**src/sv/lptc_pkg.sv**
```systemverilog
// shared widths, constants and types for the polar to cartesian converter
`default_nettype none

package lptc_pkg;

    localparam int ANGLE_W    = 16;
    localparam int DIST_W     = 18;
    localparam int MM_W       = 16;
    localparam int COORD_W    = 21;
    localparam int IN_DATA_W  = 40;
    localparam int OUT_DATA_W = 48;

    localparam int CORDIC_ITERS = 24;
    localparam int XY_W         = 49;
    localparam int Z_W          = 33;
    localparam int KGAIN_W      = 30;
    localparam int PROD_W       = MM_W + KGAIN_W;
    localparam int FRAC_SHIFT   = 26;
    localparam int ROUND_W      = XY_W - FRAC_SHIFT;

    // inverse cordic gain, q30
    localparam logic [KGAIN_W-1:0] KGAIN = KGAIN_W'(652032874);
    localparam logic signed [ROUND_W-1:0] OUT_LIMIT = ROUND_W'(1048560);

    localparam logic [1:0] QUAD_0 = 2'd0;
    localparam logic [1:0] QUAD_1 = 2'd1;
    localparam logic [1:0] QUAD_2 = 2'd2;
    localparam logic [1:0] QUAD_3 = 2'd3;

    typedef logic signed [XY_W-1:0] t_xy;
    typedef logic signed [Z_W-1:0]  t_z;

    typedef struct packed {
        t_xy        x;
        t_xy        y;
        t_z         z;
        logic [1:0] quad;
        logic       last;
    } t_vec;

    // atan(2^-i) in units of 2^-32 turn
    function automatic logic [29:0] atan_turn32(input int unsigned idx);
        logic [29:0] v;
        case (idx)
            0:       v = 30'd536870912;
            1:       v = 30'd316933406;
            2:       v = 30'd167458907;
            3:       v = 30'd85004756;
            4:       v = 30'd42667331;
            5:       v = 30'd21354465;
            6:       v = 30'd10679830;
            7:       v = 30'd5340245;
            8:       v = 30'd2670163;
            9:       v = 30'd1335087;
            10:      v = 30'd667544;
            11:      v = 30'd333772;
            12:      v = 30'd166886;
            13:      v = 30'd83443;
            14:      v = 30'd41722;
            15:      v = 30'd20861;
            16:      v = 30'd10430;
            17:      v = 30'd5215;
            18:      v = 30'd2608;
            19:      v = 30'd1304;
            20:      v = 30'd652;
            21:      v = 30'd326;
            22:      v = 30'd163;
            23:      v = 30'd81;
            default: v = 30'd0;
        endcase
        return v;
    endfunction

endpackage

`default_nettype wire

```
**src/sv/lptc_prep.sv**
```systemverilog
// entry stage: scales the distance by the inverse gain and splits the angle
`default_nettype none

module lptc_prep
    import lptc_pkg::*;
(
    input  wire logic              i_clk,
    input  wire logic              i_rst_n,
    input  wire logic              i_valid,
    output logic                   o_ready,
    input  wire logic [ANGLE_W-1:0] i_angle,
    input  wire logic [DIST_W-1:0]  i_dist,
    input  wire logic              i_last,
    output logic                   o_valid,
    input  wire logic              i_ready,
    output t_vec                   o_data
);

    logic              r_valid;
    t_vec              r_data;
    t_vec              n_data;
    logic [MM_W-1:0]   d_mm;
    logic [PROD_W-1:0] prod;

    assign o_ready = !r_valid || i_ready;
    assign d_mm    = i_dist[DIST_W-1:DIST_W-MM_W];
    assign prod    = PROD_W'(d_mm) * PROD_W'(KGAIN);

    always_comb begin
        n_data.x    = t_xy'(prod);
        n_data.y    = '0;
        n_data.z    = t_z'({i_angle[ANGLE_W-3:0], 16'd0});
        n_data.quad = i_angle[ANGLE_W-1:ANGLE_W-2];
        n_data.last = i_last;
    end

    always_ff @(posedge i_clk) begin
        if (!i_rst_n) begin
            r_valid <= 1'b0;
        end else if (o_ready) begin
            r_valid <= i_valid;
        end
        if (o_ready && i_valid) begin
            r_data <= n_data;
        end
    end

    assign o_valid = r_valid;
    assign o_data  = r_data;

endmodule

`default_nettype wire

```
**config.mk**
```make
export PLATFORM = sky130hd
export DESIGN_NAME = lptc_prep
export DESIGN_NICKNAME = d
export VERILOG_FILES = /design/src/sv/lptc_pkg.sv /design/src/sv/lptc_prep.sv
export SDC_FILE = /design/constraint.sdc
export NUM_CORES = 1
export LEC_CHECK = 0
export BUFFER_PORTS_ARGS = -buffer_cell sky130_fd_sc_hd__buf_2
export CAP_MARGIN = 40
export CORE_AREA = 2 2 162 164
export DETAILED_ROUTE_END_ITERATION = 10
export DIE_AREA = 0 0 164 166
export PLACE_DENSITY = 0.7
export RECOVER_POWER = 50
export SYNTH_ARGS = -nofsm -noshare
export SYNTH_HDL_FRONTEND = slang
export SYNTH_SLANG_ARGS = --single-unit
```
**constraint.sdc**
```tcl
create_clock -name i_clk -period 15.7 [get_ports i_clk]
set_clock_uncertainty 0.2 [all_clocks]
set_input_delay 1.57 -clock i_clk [delete_from_list [all_inputs] [get_ports i_clk]]
set_output_delay 1.57 -clock i_clk [all_outputs]
set_load 0.005 [all_outputs]
```
==> summary.txt <==
DIE
------------------------------------------------------------------------------------------
Die Width ...................................................................       164 um
Chip height .................................................................       166 um
Initial cell density of the core ............................................       42.17%
Area enclosed by the die boundary ...........................................  27220 sq um
Area inside the core boundary ...............................................  25620 sq um
Number of placement rows ....................................................           59
I/O pins ....................................................................          175

CTS
------------------------------------------------------------------------------------------
# clock sinks ...............................................................           63
CTS Hold Bufs ...............................................................            0
Num CTS Buffers .............................................................            9
Setup Fix Bufs, Post-CTS ....................................................            0
Root Driver .................................................................    clkbuf_16
Clock tree from TritonCTS ...................................................          yes
Later-pin clock latency in the skew report ..................................      0.33 ns
Worst-case clock buffer depth ...............................................            2
Cts repair resizes ..........................................................            0
Maximum level of the CTS H-tree .............................................            3
Clock slew at the register clock pins of the worst setup and hold paths .....      0.06 ns

SYNTH
------------------------------------------------------------------------------------------
Proportion of synthesized flip-flops having asynchronous set or reset .......           0%
Number of warnings issued by yosys ..........................................            0
Synth area leaders .......................................................... fa_1, ha_1, edfxtp_1
Cell type contributing the most total cell area after synthesis .............         fa_1
Post-synthesis compound-gate area fraction ..................................       8.583%
Count of flip-flops with a built-in enable after synthesis ..................           62
Sequential area share after synthesis .......................................       17.42%
Top post-synthesis cells by count ........................................... inv_1, fa_1, ha_1
Area share of the largest cell type after synthesis .........................       31.69%
Register bit total from synthesis ...........................................           63
Multiplexer share of the synthesized area ...................................           0%
Area share of xor/xnor cells in the synthesized design ......................       3.730%
Main flop type after synthesis ..............................................     edfxtp_1
Share of synthesized cell area in and, or, nand and nor gates ...............       4.703%
Number of standard cells after synthesis ....................................         1044
Avg Synthesized Cell Area ...................................................  10.35 sq um
Dominant combinational cell family by area after synthesis ..................  adder cells
Post-Synthesis Cell Area ....................................................  10800 sq um
Cell with the most instances after synthesis ................................        inv_1
Share of synthesized cell area in full adder, half adder and majority cells .       50.81%
Distinct cells, synth .......................................................           48

DRT
------------------------------------------------------------------------------------------
Pre-Repair DR Iteration Count ...............................................            5
Via density per instance ....................................................        4.803
Routed wire length ..........................................................     23890 um
DRT iter0 DRCs ..............................................................          357
Number of antenna-violating nets in the routed design .......................            0
Routed len/inst .............................................................     16.14 um
Overall via count from detail_route .........................................         7109
DRC violation count after routing ...........................................            0

SETUP PATH
------------------------------------------------------------------------------------------
Worst Setup End Kind ........................................................     register
Arrival time worst endpoint .................................................      7.49 ns
Startpoint kind of the worst setup timing path .............................. primary input
Slack of the worst reg-to-reg path ..........................................     12.14 ns
Critical Path Source ........................................................    i_dist[3]
Depth of the most critical reg-to-reg path ..................................            3
Reg-to-Reg Start ............................................................      o_valid
Classification of the worst setup path ...................................... primary input to register
Capture point of the worst reg-to-reg path ..................................  o_data[125]
Critical Path RT ............................................................     15.57 ns
Highest fanout seen on the critical path ....................................            7

GRT
------------------------------------------------------------------------------------------
Initial antenna violation count .............................................            0
Overflow left after global routing ..........................................            0
Wire length of the first global-routing pass ................................     38250 um
Global router's overall resource usage ......................................       18.32%
Maximum number of pins on one net before global-route repair ................           63
Number of global-route vias before repair ...................................         7358

PLACEMENT
------------------------------------------------------------------------------------------
DPL Wire Length .............................................................     20610 um
Number of input and output port buffers inserted ............................          100
Weighted congestion at the end of routability-driven global placement .......        1.008
Worst setup slack after placement ...........................................     7.697 ns

OUTCOME
------------------------------------------------------------------------------------------
Failing checks .............................................................. max-capacitance violations, max-slew violations
Run status .................................................................. finished with violations

STA
------------------------------------------------------------------------------------------
Fraction of the cycle the final worst path needs ............................       48.50%
Maximum operating frequency .................................................    131.3 MHz
Pins over their slew limit ..................................................           63
Final count of negative-setup-slack endpoints ...............................            0
Final Hold Violating Endpoints ..............................................            0
Setup repair after global routing missed its margin .........................        false
Setup TNS ...................................................................         0 ns
Pin slew with the least headroom to its limit ...............................     3.306 ns
Crit path time final ........................................................     7.614 ns
Worst slew margin relative to its limit .....................................      -120.4%
Final worst slack ...........................................................     8.086 ns

WORST HOLD PATH
------------------------------------------------------------------------------------------
Launch point of the worst hold path .........................................      o_valid
Hold path endpoint ..........................................................      o_valid
Hold Path Cell Cnt ..........................................................            2
Worst hold path class ....................................................... register to register

FINAL LAYOUT
------------------------------------------------------------------------------------------
Final net count .............................................................         1515
Fillcell total ..............................................................         2355
Area taken by flip-flops and latches ........................................   1882 sq um
Diode insertion count for antenna repair ....................................            0
Layout-stage area growth over the synthesis result ..........................       7.935%
Layout cells sized above 1 ..................................................       9.520%
Footprint of the multi-input gates ..........................................   7597 sq um

JOB
------------------------------------------------------------------------------------------
Max-cap violations ..........................................................            1

[worst max path at each step]
| stage | slack [ns] | endpoint |
|---|---|---|
| floorplan | 8.77 | o_data[126] |
| global route | 7.81 | o_data[130] |
| global placement | 7.78 | o_data[130] |
| detailed placement | 7.70 | o_data[130] |
| CTS | 8.07 | o_data[130] |
| finish | 8.09 | o_data[130] |
[layout make-up]
class                           instances  area share [%]
Tap cell                              335           3.595
Timing Repair Buffer                  101           4.067
Multi-Input combinational cell        702           65.16
Clock buffer                           10           2.050
Inverter                              263           8.467
Sequential cell                        63           16.14
Clock inverter                          6          0.5151
[layer usage]
metal | part of all wire [%] | vias up | track usage [%]
met1 | 43 | 3465 | 23.97
li1 | - | 3367 | -
met3 | 5.5 | 35 | 2.972
met2 | 49 | 242 | 30.84
met5 | 0 | - | 0
met4 | 2.5 | 0 | 6.178
[cell families (layout without fill, tap and decap cells)]
family | count (synthesis) | in the layout
buf+inv | 350 | 380
fa+ha+maj | 336 | 336
compound gates | 143 | 143
simple gates | 105 | 105
flops | 63 | 63
xor+xnor | 46 | 46
other cells | 1 | 72
[flip-flops by register name (all words and copies together), names as in the netlist]
| signal | flops |
|---|---|
| o_data | 62 |
| o_valid | 1 |
[critical path: stages]
cell and delay (ns):
clkbuf_1 0.33, fa_1 0.53, fa_1 0.57, inv_1 0.07
fa_1 0.53, inv_1 0.05, fa_1 0.53, inv_1 0.05
fa_1 0.47, inv_1 0.05, fa_1 0.43, ha_1 0.38
a21oi_1 0.14, o21ai_0 0.13, and3_1 0.24, o311ai_1 0.47
a31oi_2 0.24, a21boi_1 0.34, o21ai_1 0.19, xor2_1 0.17
[layout by cell type, fill, tap and decap left out, drive strengths merged, types with 18 or more instances in the layout]
cell type / n
conb: 72
xor2: 18
nand2: 33
fa: 171
o21ai: 21
a21oi: 55
a21o: 28
xnor2: 28
nor2: 22
buf: 77
clkbuf: 34
inv: 263
edfxtp: 62
ha: 165
[metrics by stage]
stage               std cells  util [%]  area [sq um]  hold WS [ns]
floorplan                1115         -         11070        0.3366
global placement         1464     44.48         11390        0.3047
detailed placement       1464     44.48         11390        0.3139
CTS                      1480     45.65         11690        0.3254
global route             1480     45.51         11660        0.3832
finish                   1480     45.51         11660        0.3268
Power is not shown: default switching activity piles up to over one toggle a cycle in this logic, so the estimate is an artifact.
