`config.mk`:
```
export PLATFORM = sky130hd
export DESIGN_NAME = lptc_post
export DESIGN_NICKNAME = d
export VERILOG_FILES = /design/src/sv/lptc_pkg.sv /design/src/sv/lptc_post.sv
export SDC_FILE = /design/constraint.sdc
export NUM_CORES = 1
export LEC_CHECK = 0
export ABC_AREA = 1
export BUFFER_PORTS_ARGS = -buffer_cell sky130_fd_sc_hd__buf_2
export CELL_PAD_IN_SITES_DETAIL_PLACEMENT = 0
export CELL_PAD_IN_SITES_GLOBAL_PLACEMENT = 2
export CORE_ASPECT_RATIO = 0.5
export CORE_MARGIN = 5
export CORE_UTILIZATION = 28
export DETAILED_ROUTE_END_ITERATION = 10
export GPL_TIMING_DRIVEN = 0
export PLACE_DENSITY_LB_ADDON = 0.1
export SYNTH_ARGS = -nofsm -noshare
export SYNTH_HDL_FRONTEND = slang
export SYNTH_SLANG_ARGS = --single-unit
```
`constraint.sdc`:
```
create_clock -name i_clk -period 4.79 [get_ports i_clk]
set_input_delay 0.479 -clock i_clk [delete_from_list [all_inputs] [get_ports i_clk]]
set_output_delay 0.479 -clock i_clk [all_outputs]
set_load 0.1 [all_outputs]
```
`src/sv/lptc_pkg.sv`:
```
// shared widths, constants and types for the polar to cartesian converter
`default_nettype none

package lptc_pkg;

    localparam int ANGLE_W    = 16;
    localparam int DIST_W     = 18;
    localparam int MM_W       = 16;
    localparam int COORD_W    = 21;
    localparam int IN_DATA_W  = 40;
    localparam int OUT_DATA_W = 48;

    localparam int CORDIC_ITERS = 24;
    localparam int XY_W         = 49;
    localparam int Z_W          = 33;
    localparam int KGAIN_W      = 30;
    localparam int PROD_W       = MM_W + KGAIN_W;
    localparam int FRAC_SHIFT   = 26;
    localparam int ROUND_W      = XY_W - FRAC_SHIFT;

    // inverse cordic gain, q30
    localparam logic [KGAIN_W-1:0] KGAIN = KGAIN_W'(652032874);
    localparam logic signed [ROUND_W-1:0] OUT_LIMIT = ROUND_W'(1048560);

    localparam logic [1:0] QUAD_0 = 2'd0;
    localparam logic [1:0] QUAD_1 = 2'd1;
    localparam logic [1:0] QUAD_2 = 2'd2;
    localparam logic [1:0] QUAD_3 = 2'd3;

    typedef logic signed [XY_W-1:0] t_xy;
    typedef logic signed [Z_W-1:0]  t_z;

    typedef struct packed {
        t_xy        x;
        t_xy        y;
        t_z         z;
        logic [1:0] quad;
        logic       last;
    } t_vec;

    // atan(2^-i) in units of 2^-32 turn
    function automatic logic [29:0] atan_turn32(input int unsigned idx);
        logic [29:0] v;
        case (idx)
            0:       v = 30'd536870912;
            1:       v = 30'd316933406;
            2:       v = 30'd167458907;
            3:       v = 30'd85004756;
            4:       v = 30'd42667331;
            5:       v = 30'd21354465;
            6:       v = 30'd10679830;
            7:       v = 30'd5340245;
            8:       v = 30'd2670163;
            9:       v = 30'd1335087;
            10:      v = 30'd667544;
            11:      v = 30'd333772;
            12:      v = 30'd166886;
            13:      v = 30'd83443;
            14:      v = 30'd41722;
            15:      v = 30'd20861;
            16:      v = 30'd10430;
            17:      v = 30'd5215;
            18:      v = 30'd2608;
            19:      v = 30'd1304;
            20:      v = 30'd652;
            21:      v = 30'd326;
            22:      v = 30'd163;
            23:      v = 30'd81;
            default: v = 30'd0;
        endcase
        return v;
    endfunction

endpackage

`default_nettype wire

```
`src/sv/lptc_post.sv`:
```
// exit stage: rounds to 1/16 mm, unfolds the quadrant and saturates
`default_nettype none

module lptc_post
    import lptc_pkg::*;
(
    input  wire logic              i_clk,
    input  wire logic              i_rst_n,
    input  wire logic              i_valid,
    output logic                   o_ready,
    input  wire t_vec              i_data,
    output logic                   o_valid,
    input  wire logic              i_ready,
    output logic [COORD_W-1:0]     o_x,
    output logic [COORD_W-1:0]     o_y,
    output logic                   o_last
);

    logic                       r_valid;
    logic [COORD_W-1:0]         r_x;
    logic [COORD_W-1:0]         r_y;
    logic                       r_last;
    t_xy                        x_rnd;
    t_xy                        y_rnd;
    logic signed [ROUND_W-1:0]  c;
    logic signed [ROUND_W-1:0]  s;
    logic signed [ROUND_W-1:0]  xo;
    logic signed [ROUND_W-1:0]  yo;

    function automatic logic [COORD_W-1:0] sat(input logic signed [ROUND_W-1:0] v);
        logic signed [ROUND_W-1:0] t;
        t = v;
        if (v > OUT_LIMIT) begin
            t = OUT_LIMIT;
        end else if (v < -OUT_LIMIT) begin
            t = -OUT_LIMIT;
        end
        return t[COORD_W-1:0];
    endfunction

    assign o_ready = !r_valid || i_ready;

    // round half up then drop the q26 fraction
    assign x_rnd = i_data.x + t_xy'(1 <<< (FRAC_SHIFT - 1));
    assign y_rnd = i_data.y + t_xy'(1 <<< (FRAC_SHIFT - 1));
    assign c     = x_rnd[XY_W-1:FRAC_SHIFT];
    assign s     = y_rnd[XY_W-1:FRAC_SHIFT];

    always_comb begin
        unique case (i_data.quad)
            QUAD_0: begin
                xo = c;
                yo = s;
            end
            QUAD_1: begin
                xo = -s;
                yo = c;
            end
            QUAD_2: begin
                xo = -c;
                yo = -s;
            end
            QUAD_3: begin
                xo = s;
                yo = -c;
            end
        endcase
    end

    always_ff @(posedge i_clk) begin
        if (!i_rst_n) begin
            r_valid <= 1'b0;
        end else if (o_ready) begin
            r_valid <= i_valid;
        end
        if (o_ready && i_valid) begin
            r_x    <= sat(xo);
            r_y    <= sat(yo);
            r_last <= i_data.last;
        end
    end

    assign o_valid = r_valid;
    assign o_x     = r_x;
    assign o_y     = r_y;
    assign o_last  = r_last;

    a_x_bound: assert property (@(posedge i_clk) disable iff (!i_rst_n)
        r_valid |-> ($signed(r_x) <= 21'sd1048560 && $signed(r_x) >= -21'sd1048560))
        else $error("x result outside saturation bound");

    a_y_bound: assert property (@(posedge i_clk) disable iff (!i_rst_n)
        r_valid |-> ($signed(r_y) <= 21'sd1048560 && $signed(r_y) >= -21'sd1048560))
        else $error("y result outside saturation bound");

    a_stall_holds: assert property (@(posedge i_clk) disable iff (!i_rst_n)
        (r_valid && !i_ready) |=> r_valid)
        else $error("waiting result dropped");

    a_ready_only_when_room: assert property (@(posedge i_clk) disable iff (!i_rst_n)
        !o_ready |-> (r_valid && !i_ready))
        else $error("exit stage refused an item with room free");

endmodule

`default_nettype wire

```
==> results by group <==
Outcome
  • Status: finished, final reports clean

Setup path
  • WP data required: 4.81 ns
  • Worst-path cell chain: buf_2, ha_1, nand2_1, nand2_1, nand2_1, nor2_1, nand3_1, nor2_1, nand2_1, nor2_2, nand3_1, nor2_2, nand3_1, nand3_1, nand3_1, a21oi_1, nand2_1, nand2_4, buf_6, nand2_1
  • CP max stage delay: 0.36 ns
  • Kind of critical path: in -> reg
  • R2r setup slk: 3.48 ns
  • End of the worst register-to-register path: o_y[16]
  • Slowest stage cell on the critical path: nor2_1
  • Reg2reg start: o_valid
  • Most used cell, CP: nand2_1
  • Worst EP arrival: 3.75 ns
  • Crit path max fanout: 10
  • Cells on worst reg2reg path: 2
  • Kind of end point of the critical path: flop
  • CP startpoint kind: input pin

Power
  • Max VDD drop: 0.000174 V
  • Pleak: 0.00345 µW
  • Total power: 1690 µW
  • Power Dens Cells: 235 mW/mm²

STA
  • Clk_skew: 0.0105 ns
  • Final hold viol count: 0
  • RSZ-0062 raised after global routing: no
  • Fin worst setup slack: 1.07 ns
  • Measured slew at the worst slew-check pin: 0.782 ns
  • Pins Over Slew Limit: 0
  • # setup viols final: 0
  • Final min period: 3.72 ns
  • Period utilization: 77.7%
  • TNS Setup: 0 ns
  • Fmax: 0.269 GHz
  • Worst slew margin: 47.8%

Clock network
  • Worst-Skew Late Latency: 0.28 ns
  • Clock-pin slew on the worst setup and hold paths: 0.06 ns
  • Post-CTS Resized: 0
  • Hold Buf Count CTS: 0
  • CTS H-tree lvls: 2
  • CTS tree: done
  • Sink Count: 44
  • CTS buffer count: 5
  • Clock buffer depth: 2
  • Post-CTS Setup Repair Bufs: 0
  • CTS Root Cell: clkbuf_16

Global routing
  • Vias in the first global route: 6754
  • GR Util met2: 28.5%
  • GRT Max-Usage Layer: met1
  • Largest net degree at the start of global routing: 34
  • Grt ovf: 0
  • Initial antenna violation count: 0
  • First-pass GRT wire length: 40400 µm
  • GRT Total Usage: 21.0%
  • Grt met3 use: 3.91%
  • Met1 Usage GRT: 34.0%

Hold path
  • Hold Path End: o_last
  • Launch point of the worst hold path: i_data[0]
  • HP Class: in -> reg
  • Hold Crit Depth: 1

Floorplanning
  • Die Ht: 115 µm
  • Core Rows: 38
  • IO Pins: 183
  • Core area: 0.0216 mm²
  • Initial Utilization: 28.4%
  • Die W: 219 µm
  • Die area: 0.0252 mm²

Drt
  • 1st-iter DRT viols: 768
  • Antenna violation net count after detailed routing: 0
  • Vias per cell: 4.88
  • DRC violations left: 0
  • Wire length per cell: 17.6 µm
  • Drt total wl: 26600 µm
  • Via count: 7387
  • DR pass1 iterations: 5

Placed design
  • Sum of net half-perimeters after detailed placement: 22900 µm
  • Port bufs: 98
  • Placer Congestion: 0.909
  • Pre-CTS WS: 0.889 ns

Finish
  • Fin util: 33.2%
  • Syn-to-layout area delta: 17.2%
  • Most common cell after layout, fill and taps aside: nand2_1
  • Diode count: 0
  • Nets: 1354
  • Most frequent cells in the layout: 448 x nand2_1, 147 x nand3_1, 127 x nor2_1
  • Share of cells above drive strength 1: 14.3%

Synth
  • Adder-Cell Fraction of Synth Area: 0.815%
  • Leading area contributor after synthesis: nand2_1
  • Main combinational cell family by area after synthesis: simple AND/OR/NAND/NOR gates
  • Mean Syn Cell Area: 5.55 µm²
  • Synth Area in Compound Gates: 5.24%
  • Post-synthesis mux area share: 0%
  • Syn. warnings: 0
  • Area share of the largest cell type after synthesis: 27.4%
  • Synth Register Bits: 44
  • Syn Inst Count: 1106
  • Synth unique cells: 37
  • Syn Nets: 1248
  • Post-Synth XOR/XNOR Area: 3.16%
  • Synth area leaders: nand2_1 27%, edfxtp_1 21%, nand3_1 12%
  • Simple-gate share of the synthesized area: 59.5%
  • Seq/Total Area, Yosys: 21.4%
  • Cell area after synthesis: 0.00614 mm²

Run
  • Max cap viols: 0
## cells in the mapped netlist
cell,n
nand2_1,448
nand3_1,147
nor2_1,127
inv_1,120
edfxtp_1,43
nand4_1,36
o21ai_0,34
nor2_2,21
xor2_1,15
clkbuf_1,14
nor3_1,12
nor2_4,11
inv_2,8
nand2_2,8
o21ai_1,8
a21oi_1,6
nand3_2,5
nand3b_1,5
buf_6,4
ha_1,4
nand2_4,4
xnor2_1,4
buf_1,3
buf_2,2
clkinv_1,2
o211ai_1,2
o21bai_1,2
o22ai_1,2
a211oi_1,1
a21boi_0,1
a21oi_4,1
a22oi_1,1
dfxtp_1,1
nor2_8,1
nor3_2,1
or3_1,1
xor2_4,1
## logic make-up after synthesis
group | count (synthesis)
buf+inv | 153
compound gates | 58
xor+xnor | 20
fa+ha+maj | 4
flops | 44
simple gates | 827
## state kept, by name, indices dropped and copies added, names as in the netlist
name,count
o_valid,1
o_y,21
o_x,21
o_last,1
## metal layers
| metal | vias to the layer above | part of all wire, % |
|---|---|---|
| li1 | 3757 | - |
| met1 | 3370 | 53 |
| met2 | 242 | 37 |
| met3 | 18 | 8.2 |
| met4 | 0 | 0.92 |
| met5 | - | 0 |
## report_power, final
part | internal (µW) | leakage [µW] | switching, µW
Sequential | 479 | 0.000424 | 8.89
Clock | 222 | 0.0000772 | 124
Combinational | 172 | 0.00294 | 687
Total | 873 | 0.00345 | 820
## worst max path at each step
stage,startpoint,cells after the start,end,slack (ns)
after floorplan,o_valid,1,o_last,1.40
after global placement,i_data[110],20,o_x[17],0.86
after detailed placement,i_data[110],21,o_x[10],0.89
after CTS,i_data[110],21,o_x[10],1.18
after global routing,i_data[110],23,o_x[18],0.79
final,i_data[110],20,o_x[10],1.07
## layout make-up
cell class	instances	area [µm²]
sequential	44	1310
fill	2463	14400
clock buffer	8	156
tap	300	375
timing repair buffer	99	510
multi-input combinational	909	4230
buffer	23	119
inverter	130	488
## critical path: cells and delay by family
kind,cells,cell delay (ns)
AND/OR/NAND/NOR,16,2.61
buffers and inverters,2,0.26
AO/OA/AOI/OAI,1,0.21
adder cells (fa/ha/maj),1,0.19
## per-stage QoR
stage | cells | hold WS, ns | area [µm²]
after detailed placement | 1505 | 0.552 | 7030
after floorplan | 1106 | 0.578 | 6140
after global placement | 1504 | 0.496 | 7000
final | 1513 | 0.380 | 7190
after global routing | 1513 | 0.376 | 7190
after CTS | 1513 | 0.372 | 7190
No activity file was read; power rests on OpenSTA's default activity.
