### src/sv/lptc_pkg.sv
// shared widths, constants and types for the polar to cartesian converter
`default_nettype none

package lptc_pkg;

    localparam int ANGLE_W    = 16;
    localparam int DIST_W     = 18;
    localparam int MM_W       = 16;
    localparam int COORD_W    = 21;
    localparam int IN_DATA_W  = 40;
    localparam int OUT_DATA_W = 48;

    localparam int CORDIC_ITERS = 24;
    localparam int XY_W         = 49;
    localparam int Z_W          = 33;
    localparam int KGAIN_W      = 30;
    localparam int PROD_W       = MM_W + KGAIN_W;
    localparam int FRAC_SHIFT   = 26;
    localparam int ROUND_W      = XY_W - FRAC_SHIFT;

    // inverse cordic gain, q30
    localparam logic [KGAIN_W-1:0] KGAIN = KGAIN_W'(652032874);
    localparam logic signed [ROUND_W-1:0] OUT_LIMIT = ROUND_W'(1048560);

    localparam logic [1:0] QUAD_0 = 2'd0;
    localparam logic [1:0] QUAD_1 = 2'd1;
    localparam logic [1:0] QUAD_2 = 2'd2;
    localparam logic [1:0] QUAD_3 = 2'd3;

    typedef logic signed [XY_W-1:0] t_xy;
    typedef logic signed [Z_W-1:0]  t_z;

    typedef struct packed {
        t_xy        x;
        t_xy        y;
        t_z         z;
        logic [1:0] quad;
        logic       last;
    } t_vec;

    // atan(2^-i) in units of 2^-32 turn
    function automatic logic [29:0] atan_turn32(input int unsigned idx);
        logic [29:0] v;
        case (idx)
            0:       v = 30'd536870912;
            1:       v = 30'd316933406;
            2:       v = 30'd167458907;
            3:       v = 30'd85004756;
            4:       v = 30'd42667331;
            5:       v = 30'd21354465;
            6:       v = 30'd10679830;
            7:       v = 30'd5340245;
            8:       v = 30'd2670163;
            9:       v = 30'd1335087;
            10:      v = 30'd667544;
            11:      v = 30'd333772;
            12:      v = 30'd166886;
            13:      v = 30'd83443;
            14:      v = 30'd41722;
            15:      v = 30'd20861;
            16:      v = 30'd10430;
            17:      v = 30'd5215;
            18:      v = 30'd2608;
            19:      v = 30'd1304;
            20:      v = 30'd652;
            21:      v = 30'd326;
            22:      v = 30'd163;
            23:      v = 30'd81;
            default: v = 30'd0;
        endcase
        return v;
    endfunction

endpackage

`default_nettype wire

### src/sv/lptc_cell.sv
// one cordic rotation step with its own item register
`default_nettype none

module lptc_cell
    import lptc_pkg::*;
#(
    parameter int STAGE = 0
) (
    input  wire logic i_clk,
    input  wire logic i_rst_n,
    input  wire logic i_valid,
    output logic      o_ready,
    input  wire t_vec i_data,
    output logic      o_valid,
    input  wire logic i_ready,
    output t_vec      o_data
);

    localparam t_z ATAN_STEP = t_z'(atan_turn32(STAGE));

    logic r_valid;
    t_vec r_data;
    t_vec n_data;
    t_xy  dx;
    t_xy  dy;

    assign o_ready = !r_valid || i_ready;
    assign dx      = i_data.y >>> STAGE;
    assign dy      = i_data.x >>> STAGE;

    always_comb begin
        n_data = i_data;
        // rotate towards zero residual angle
        if (!i_data.z[Z_W-1]) begin
            n_data.x = i_data.x - dx;
            n_data.y = i_data.y + dy;
            n_data.z = i_data.z - ATAN_STEP;
        end else begin
            n_data.x = i_data.x + dx;
            n_data.y = i_data.y - dy;
            n_data.z = i_data.z + ATAN_STEP;
        end
    end

    always_ff @(posedge i_clk) begin
        if (!i_rst_n) begin
            r_valid <= 1'b0;
        end else if (o_ready) begin
            r_valid <= i_valid;
        end
        if (o_ready && i_valid) begin
            r_data <= n_data;
        end
    end

    assign o_valid = r_valid;
    assign o_data  = r_data;

endmodule

`default_nettype wire

### config.mk
export PLATFORM = sky130hd
export DESIGN_NAME = lptc_cell
export DESIGN_NICKNAME = d
export VERILOG_FILES = /design/src/sv/lptc_pkg.sv /design/src/sv/lptc_cell.sv
export SDC_FILE = /design/constraint.sdc
export NUM_CORES = 1
export LEC_CHECK = 0
export ABC_AREA = 1
export ABC_CLOCK_PERIOD_IN_PS = 7200
export CAP_MARGIN = 20
export CORE_ASPECT_RATIO = 2
export CORE_MARGIN = 2
export CORE_UTILIZATION = 25
export DETAILED_ROUTE_END_ITERATION = 10
export DONT_BUFFER_PORTS = 1
export SLEW_MARGIN = 20
export SYNTH_ARGS = -nofsm -noshare
export SYNTH_HDL_FRONTEND = slang
export SYNTH_SLANG_ARGS = --single-unit
### constraint.sdc
create_clock -name i_clk -period 7.2 [get_ports i_clk]
set_input_delay 0.72 -clock i_clk [delete_from_list [all_inputs] [get_ports i_clk]]
set_output_delay 0.72 -clock i_clk [all_outputs]
set_load 0.1 [all_outputs]
==> results of run 1 <==
-- cells in the mapped netlist (all sizes together) --
master,instances
nor3,16
inv,600
nor2,284
clkinv,4
o31ai,1
a21boi,2
xor2,29
a21oi,125
o21ai,90
dfxtp,1
and2,5
clkbuf,13
nand4,46
o21bai,27
fa,4
o211ai,7
or2,4
o22ai,9
nand2,1105
a211oi,1
nand3,231
edfxtp,133
ha,146
buf,54
-- sequential cells by signal, indices dropped and copies added (netlist names) --
signal,cells
o_data,133
o_valid,1
-- worst max path at each step --
| stage | startpoint | slack (ns) | to |
|---|---|---|---|
| 2_1_floorplan | i_ready | 2.11 | o_data[0] |
| 3_3_place_gp | i_data[54] | 3.76 | o_data[75] |
| 3_5_place_dp | i_data[54] | 3.78 | o_data[75] |
| 4_1_cts | o_valid | 4.06 | o_ready |
| 5_1_grt | i_data[68] | 3.99 | o_data[81] |
| 6_report | o_valid | 4.13 | o_ready |
-- per-layer routing --
layer  global-route usage, %  wire, um
met1                    20.0     26400
met3                    6.21      6050
met5                       0         0
met4                    24.9     10700
met2                    43.5     44000
-- kinds of logic (layout without fill, tap and decap cells) --
kind of cell             Yosys count  in the layout
AO/OA/AOI/OAI                    262            262
XOR/XNOR                          29             29
adder cells (fa/ha/maj)          150            150
buffers and inverters            671            641
flip-flops                       134            134
other                              0              1
AND/OR/NAND/NOR                 1691           1691
-- stage by stage --
step | instance area (um^2) | power (mW) | hold slack, ns
detailed placement | 18300 | 2.85 | 0.819
finish | 19000 | 3.86 | 0.345
global route | 19000 | 4.03 | 0.316
CTS | 19000 | 3.88 | 0.285
global placement | 18300 | 2.85 | 0.819
floorplan | 17600 | 2.40 | 0.819
-- area by class of cell --
cell class	instances	area [um^2]	share of cell area, %
Timing Repair Buffer	5	82.6	0.435
Antenna cell	1	2.50	0.0132
Clock buffer	17	425	2.24
Inverter	604	2270	11.9
Sequential cell	134	4010	21.1
Tap cell	903	1130	5.95
Multi-Input combinational cell	2132	10900	57.2
Clock inverter	15	213	1.12
-- power breakdown --
group,switching [mW],internal (mW),total (mW)
Combinational,0.966,0.336,1.30
Clock,0.437,0.563,1.00
Sequential,0.580,0.974,1.55
Total,1.98,1.87,3.86
==> summary.md, run 1 <==
| Metric | Value |
|---|---|
| Status | `finished, final reports clean` |
| Final Hold Fails | `0` |
| Clock slew at reported path FFs | `0.07 ns` |
| Largest family of logic cells by synthesized area | `simple AND/OR/NAND/NOR gates` |
| FMAX | `325 MHz` |
| Clock buffer depth | `2` |
| Simple-gate share of the synthesized area | `41.1%` |
| Final Worst Setup Slack | `4.13 ns` |
| Pins Over Slew Limit | `0` |
| Clk_lat worst skew | `0.49 ns` |
| Core area | `0.0696 mm^2` |
| VDD IR-drop max | `0.250 mV` |
| Worst setup SP type | `flip-flop` |
| Post-synthesis adder-cell area fraction | `10.8%` |
| Post-Syn Area | `0.0176 mm^2` |
| Clock sinks | `134` |
| Worst Skew | `0.0232 ns` |
| Yosys top cell by area | `nand2_1` |
| Finished Core Util | `27.3%` |
| Initial antenna violation count | `1` |
| Layout area overhead | `8.10%` |
| CTS tree | `done` |
| Post-CTS Setup Repair Bufs | `0` |
| Xor/xnor share of the synthesized area | `1.45%` |
| Slowest CP cell | `dfxtp_1` |
| DRC viols | `0` |
| Syn nets | `3225` |
| Hold WC Path Type | `in -> reg` |
| Worst slew margin | `27.0%` |
| Worst hold start | `i_data[18]` |
| GRT Util Overall | `23.9%` |
| Placed insts | `3777` |
| Crit-path max FO | `3` |
| Total negative setup slack | `0 ns` |
| Hold Path Stages | `0` |
| Unrepaired setup endpoints after global routing | `no` |
| Worst Path Buf+Inv | `0` |
| Total grt overflow | `0` |
| First-pass GRT wire length | `121000 um` |
| Commonest non-fill, non-tap cell in the layout | `nand2_1` |
| Number of H-tree levels | `4` |
| Worst Path Arrival | `2.35 ns` |
| Setup violations, final | `0` |
| Initial Utilization | `25.3%` |
| Reg2Reg Depth | `2` |
| Reg-to-reg critical path endpoint | `o_valid` |
| Die Area | `0.0726 mm^2` |
| Hold Path End | `o_data[18]` |
| Commonest cells after routing, fill and taps aside | `1073 x nand2_1, 570 x inv_1, 227 x nand3_1, 216 x nor2_1, 146 x ha_1` |
| Cells after synthesis | `2937` |
| Leak | `10.1 nW` |
| Via count | `18300` |
| Layout fillers | `8045` |
| Worst slew pin tran | `1.10 ns` |
| Layout cell share with drive strength beyond 1 | `6.81%` |
| Worst Path Required | `6.48 ns` |
| Critical path, cell by cell | `nand2_1` |
| Synth unique cells | `39` |
| I/O pins | `274` |
| Final GP Congestion | `1.07` |
| Number of max-cap violations | `0` |
| Critical Path End Type | `primary output` |
| Port-buffer cells | `0` |
| WL/cell | `22.8 um` |
| Synth top area cells | `nand2_1 23%, edfxtp_1 23%, inv_1 12%` |
| Yosys reg bits | `134` |
| Finished Layout Cells | `3811` |
| CTS root buffer | `clkbuf_16` |
| CTS buffer count | `17` |
| Post-DP HPWL | `74200 um` |
| DP Worst Slack | `3.78 ns` |
| DR vias/cell | `4.80` |
| Final worst path period need | `3.07 ns` |
| CP Depth | `1` |
| Max incr delay on CP | `1.02 ns` |
| Power density cells | `203 mW/mm^2` |
| Initial drt markers | `1413` |
| Vias in the first global route | `18100` |
| Reg-to-reg critical path startpoint | `o_valid` |
| Post-CTS sizing | `0` |
| DRT antenna net count | `0` |
| Drt pass-1 iters | `6` |
| Multiplexer area fraction after synthesis | `0%` |
| Yosys top cell area share | `22.9%` |
| Die width | `191 um` |
| Syn Area/Cell | `5.98 um^2` |
| Kind of critical path | `reg -> out` |
| Final WL | `87100 um` |
| Nets@finish | `3182` |
| Ys Warns | `0` |
| Fin crit share | `42.7%` |
| R2R setup slack | `4.87 ns` |
| Synth Area in Compound Gates | `8.39%` |
| Seq/Total Area, Yosys | `22.8%` |
| Die H | `379 um` |
| Row cnt | `137` |
| Hold_buf cts | `0` |
| CP top delay family | `flip-flops` |
| Largest net degree at the start of global routing | `134` |
Power figures use the tool's default switching activity.
==> run 2: changes to the inputs <==
- ABC_AREA: 1 -> 0
- ABC_CLOCK_PERIOD_IN_PS: 7200 -> 2900
- clock period: 7.2 -> 2.9 ns (I/O delays scaled with it)
==> run 2 against run 1 <==
Against the previous run:
- flip-flop and latch count unchanged
- highest routed layer unchanged
- non-clock buffer count up 437
- utilization up 8.1 points
- clock power up 100%
- critical endpoint is now o_data[81]
- global-route usage down 1.8 points
- final cell count down 32%
==> summary.md, run 2 <==
| Metric | Value |
|---|---|
| Status | `finished, final reports clean` |
| Final Hold Fails | `0` |
| Final WL | `61800 um` |
| GRT Util Overall | `22.1%` |
| Synth cell count leaders | `195 x a21oi_1, 150 x inv_1, 146 x ha_1, 133 x edfxtp_1, 121 x nor2_1` |
| Post-DP HPWL | `51100 um` |
| Leak | `7.86 nW` |
| DP Worst Slack | `-1.13 ns` |
| DR vias/cell | `5.17` |
| Most frequent cell after synthesis | `a21oi_1` |
| Worst slew margin | `23.2%` |
| Worst Path Arrival | `3.06 ns` |
| Commonest cells after routing, fill and taps aside | `396 x buf_4, 186 x a21oi_1, 147 x inv_1, 133 x edfxtp_1, 130 x ha_1` |
| First-pass GRT wire length | `89300 um` |
| Synth top area cells | `edfxtp_1 30%, ha_1 14%, a21oi_1 7.4%` |
| Synth unique cells | `82` |
| Setup violations, final | `0` |
| Post-synth EDFFs | `133` |
| Layout cell share with drive strength beyond 1 | `28.1%` |
| Drt pass-1 iters | `5` |
| Pint | `5.08 mW` |
| Clock slew at reported path FFs | `0.07 ns` |
| Flop pwr share | `43.8%` |
| CP top delay family | `compound AO/OA/AOI/OAI gates` |
| WL/cell | `23.7 um` |
| Syn nets | `1831` |
| Die width | `166 um` |
| Yosys top cell area share | `30.4%` |
| Comb pwr share | `35.1%` |
| Diodes inserted | `0` |
| Die Area | `0.0545 mm^2` |
| DRT antenna net count | `0` |
| FMAX | `349 MHz` |
| Clock buffer depth | `2` |
| Prevailing post-synth register cell | `edfxtp_1` |
| Worst Path Required | `3.10 ns` |
| Unrepaired setup endpoints after global routing | `yes` |
| Vias in the first global route | `14300` |
| WHS | `0.0975 ns` |
| Number of max-cap violations | `0` |
| Yosys top cell by area | `edfxtp_1` |
| Worst setup SP type | `primary input` |
| Initial Utilization | `25.3%` |
| Clk pwr share | `21.1%` |
| Via count | `13500` |
| Initial drt markers | `667` |
| Worst Path Buf+Inv | `4` |
| Clk_lat worst skew | `0.46 ns` |
| Final worst path period need | `2.87 ns` |
| Worst Skew | `0.00703 ns` |
| Crit-path max FO | `6` |
| CTS root buffer | `clkbuf_16` |
| Critical Path End Type | `flip-flop` |
| Port-buffer cells | `0` |
| Cells after synthesis | `1543` |
| Final GP Congestion | `0.987` |
| Clock sinks | `134` |
| Fin crit share | `98.9%` |
| Kind of critical path | `in -> reg` |
| Seq/Total Area, Yosys | `30.6%` |
| Nets@finish | `2222` |
| Row cnt | `118` |
| Die H | `328 um` |
| CTS buffer count | `17` |
| Final Worst Setup Slack | `0.0330 ns` |
| I/O pins | `274` |
| Core area | `0.0518 mm^2` |
| Design area | `0.0183 mm^2` |
| Max incr delay on CP | `0.47 ns` |
| Total grt overflow | `0` |
| Largest net degree at the start of global routing | `123` |
| Commonest non-fill, non-tap cell in the layout | `buf_4` |
| Critical path, cell by cell | `inv_1 > ha_4 > buf_4 > nor4_4 > buf_4 > buf_4 > and2_1 > a221oi_4 > o21ai_2 > a41o_4 > o21a_1 > o211a_1 > o311ai_4 > xnor2_1` |
| Switching share of total power | `47.4%` |
| Initial antenna violation count | `0` |
| Yosys reg bits | `134` |
| Pins Over Slew Limit | `0` |
| Most numerous cell on the critical path | `buf_4` |
| Worst slew pin tran | `1.15 ns` |
| Hold WC Path Type | `in -> reg` |
| Slowest CP cell | `a221oi_4` |
| Number of H-tree levels | `4` |
| Net Switching | `4.58 mW` |
| Ys Warns | `0` |
| Post-Syn Area | `0.0131 mm^2` |
| Placed Area | `0.0167 mm^2` |
| Power density cells | `527 mW/mm^2` |
| Async SR Flop Fraction | `0%` |
| Max reg flops | `133` |
| CTS tree | `done` |
| VDD IR-drop max | `0.411 mV` |
| Syn Area/Cell | `8.51 um^2` |
| DRC viols | `0` |
| Layout area overhead | `39.6%` |
-- run 2: final timing paths --
path                            cells past startpoint  slack [ns]         end        from
worst max-delay path                               14        0.03  o_data[81]  i_data[41]
worst min-delay path                                1         0.1  o_data[33]  i_data[33]
worst max register to register                      4        1.02  o_data[64]     o_valid
worst min register to register                      3        1.24   o_data[4]     o_valid
-- run 2: cell families (layout without fill, tap and decap cells) --
logic type	after synthesis	count (layout)	synth area share, %
AOI/OAI and AO/OA	533	533	26.0
and+or+nand+nor	379	379	13.8
buffers and inverters	227	631	6.88
adders and majority gates	150	150	14.5
DFF	134	134	30.6
xor gates and xnor gates	95	95	6.34
muxes	25	25	1.92
-- run 2: final cells by class --
type,count,area [um^2]
fill,5316,33500
tap,660,826
clock buffer,18,429
timing repair buffer,442,3510
sequential,134,4010
clock inverter,14,101
multi-input combinational,1182,8860
inverter,157,589
-- run 2: per-layer routing --
layer  wire length (um)  GRT usage, %  part of all wire, %
met5                  0             0                    0
met1              18800          18.7                   30
met3               3700          5.08                  6.0
met2              34100          43.6                   55
met4               5220          17.2                  8.4
-- run 2: through the flow --
stage | utilization (%) | TNS (ns) | power [mW] | std cells
floorplan | - | 0 | 5.83 | 1543
global placement | 32.1 | -40.43 | 7.37 | 2524
detailed placement | 32.1 | -39.28 | 7.38 | 2524
CTS | 34.6 | -0.00825 | 9.61 | 2601
global route | 35.4 | -0.0372 | 10.0 | 2607
finish | 35.4 | 0 | 9.66 | 2607
-- run 2: power groups by stage --
stage | Clock, mW | Combinational [mW] | Sequential (mW)
after floorplan | 0 | 1.64 | 4.19
after global placement | 0 | 3.09 | 4.28
after detailed placement | 0 | 3.10 | 4.28
after CTS | 2.11 | 3.25 | 4.25
after global routing | 2.17 | 3.63 | 4.25
final | 2.04 | 3.39 | 4.24
-- run 2: repair_timing --
item | 4_1_cts | 5_1_grt
pin swaps | 24 | 33
setup endpoints to repair | 48 | 37
endpoints found under the hold margin | 34 | 0
hold buffers | 35 | 0
setup buffers | 11 | 8
resized for setup | 57 | 64
gates cloned | 0 | 0
==> run 3: changes to the inputs <==
- PLACE_DENSITY: default -> 0.41
==> run 3 against run 2 <==
Against the previous run:
- final area rose by 1.5%
- clock skew rose by 0.0026 ns
- utilization rose by 0.53 points
- final cell count grew 1.5%
- critical path depth fell by 1
- fmax shrank 0.31%
- sequential share of layout area fell by 0.33 points
- power increased by 4.1%
- critical endpoint is now o_data[72]
- highest routed layer unchanged
==> summary.md, run 3 (synthesized netlist as in run 2, its figures left out) <==
| Metric | Value |
|---|---|
| Status | `finished, final reports clean` |
| Worst setup SP type | `primary input` |
| Worst Path Required | `3.12 ns` |
| Final Worst Setup Slack | `0.0241 ns` |
| GR Layer Usage met1 | `18.4%` |
| Nets@finish | `2261` |
| Commonest non-fill, non-tap cell in the layout | `buf_4` |
| Fin crit share | `99.2%` |
| Pins Over Slew Limit | `0` |
| Worst slew pin tran | `1.07 ns` |
| Setup violations, final | `0` |
| Hold WC Path Type | `in -> reg` |
| Worst Skew | `0.00966 ns` |
| Post-DP HPWL | `52100 um` |
| Placed Area | `0.0170 mm^2` |
| Power density cells | `541 mW/mm^2` |
| Core area | `0.0518 mm^2` |
| Vias in the first global route | `14200` |
| WL/cell | `23.4 um` |
| Final GP Congestion | `0.944` |
| GRT busiest layer | `met2` |
| Die width | `166 um` |
| Via count | `13300` |
| Layout cell share with drive strength beyond 1 | `29.5%` |
| First-pass GRT wire length | `89000 um` |
| Drt pass-1 iters | `5` |
| CTS root buffer | `clkbuf_16` |
| Clk_lat worst skew | `0.46 ns` |
| Largest net degree at the start of global routing | `123` |
| Design area | `0.0186 mm^2` |
| CTS tree | `done` |
| Met3 usage | `3.90%` |
| Comb pwr share | `34.5%` |
| DR vias/cell | `5.03` |
| Initial drt markers | `589` |
| Max reg flops | `133` |
| GRT Util Overall | `22.3%` |
| Worst Path Arrival | `3.10 ns` |
| DRT antenna net count | `0` |
| Commonest cells after routing, fill and taps aside | `440 x buf_4, 189 x a21oi_1, 147 x inv_1, 133 x edfxtp_1, 132 x ha_1` |
| Pint | `5.42 mW` |
| DP Worst Slack | `-0.912 ns` |
| Unrepaired setup endpoints after global routing | `yes` |
| Layout area overhead | `41.7%` |
| Critical Path End Type | `flip-flop` |
| DRC viols | `0` |
| Total negative setup slack | `0 ns` |
| Leak | `8.11 nW` |
| Placed insts | `2571` |
| Crit-path max FO | `3` |
| Number of max-cap violations | `0` |
| Port-buffer cells | `0` |
| CTS buffer count | `17` |
| Net Switching | `4.64 mW` |
| Row cnt | `118` |
| Grt met2 use | `45.5%` |
| Layout fillers | `5352` |
| FMAX | `348 MHz` |
| Switching share of total power | `46.1%` |
| Clk pwr share | `23.6%` |
| Die Area | `0.0545 mm^2` |
| Clock slew at reported path FFs | `0.07 ns` |
| Total grt overflow | `0` |
| Clock sinks | `134` |
| Die H | `328 um` |
| I/O pins | `274` |
| Worst slew margin | `28.5%` |
| Final WL | `62000 um` |
| Initial Utilization | `25.3%` |
| Flop pwr share | `41.8%` |
| Finished Layout Cells | `2646` |
| Diodes inserted | `0` |
| Number of H-tree levels | `4` |
| Power Total | `10.1 mW` |
| Final worst path period need | `2.88 ns` |
| Initial antenna violation count | `1` |
| VDD IR-drop max | `0.420 mV` |
| Clock buffer depth | `2` |
| Kind of critical path | `in -> reg` |
| Final Hold Fails | `0` |
## run 3: layout make-up
| cell class | instances | area [um^2] | share of cell area, % |
|---|---|---|---|
| multi-input cells | 1182 | 8790 | 47.3 |
| flip-flops and latches | 134 | 4010 | 21.6 |
| repair buffers | 481 | 3760 | 20.2 |
| well taps | 660 | 826 | 4.44 |
| inverters | 157 | 589 | 3.17 |
| clock buffers | 17 | 425 | 2.29 |
| clock inverters | 15 | 193 | 1.04 |
## run 3: per-layer routing
layer | share of wire, % | wire (um)
met1 | 31 | 19100
met2 | 57 | 35300
met3 | 4.4 | 2730
met4 | 7.8 | 4850
met5 | 0 | 0
## run 3: power by group through the flow
stage / Clock, mW / Sequential (mW) / Combinational (mW)
after global routing: 2.53 / 4.23 / 3.72
after CTS: 2.47 / 4.22 / 3.38
after global placement: 0 / 4.26 / 3.25
final: 2.38 / 4.21 / 3.47
after floorplan: 0 / 4.19 / 1.64
after detailed placement: 0 / 4.26 / 3.24
## run 3: repair_timing
action / in CTS / in global routing
gates resized for setup: 47 / 62
hold buffers: 35 / 0
pin swaps: 9 / 33
hold endpoints to repair: 34 / 0
setup endpoints to repair: 36 / 36
gates cloned: 0 / 0
setup buffers: 3 / 7
## run 3: stage by stage
| step | hold slack [ns] | utilization [%] |
|---|---|---|
| 2_1_floorplan | 0.389 | - |
| 3_3_place_gp | 0.389 | 32.8 |
| 3_5_place_dp | 0.389 | 32.8 |
| 4_1_cts | 0.0534 | 35.2 |
| 5_1_grt | 0.0887 | 35.9 |
| 6_report | 0.0894 | 35.9 |
## run 3: critical path, cell delays in order
cell and delay (ns):
ha_1 0.23, fa_2 0.40, nand2b_4 0.10, a2111oi_4 0.06, buf_4 0.16, o31a_1 0.28
o211ai_1 0.32, a21oi_2 0.13, a31oi_2 0.32, o21ai_2 0.14, a211o_1 0.35, o21a_1 0.19
xnor2_1 0.11
## run 3: path summary, 6_finish.rpt
check                   from           to  slack, ns  cells after the start
hold / removal    i_data[33]   o_data[33]       0.09                      1
setup / recovery  i_data[36]   o_data[72]       0.02                     13
hold reg to reg      o_valid   o_data[28]       1.21                      2
setup reg to reg     o_valid  o_data[101]       1.02                      3
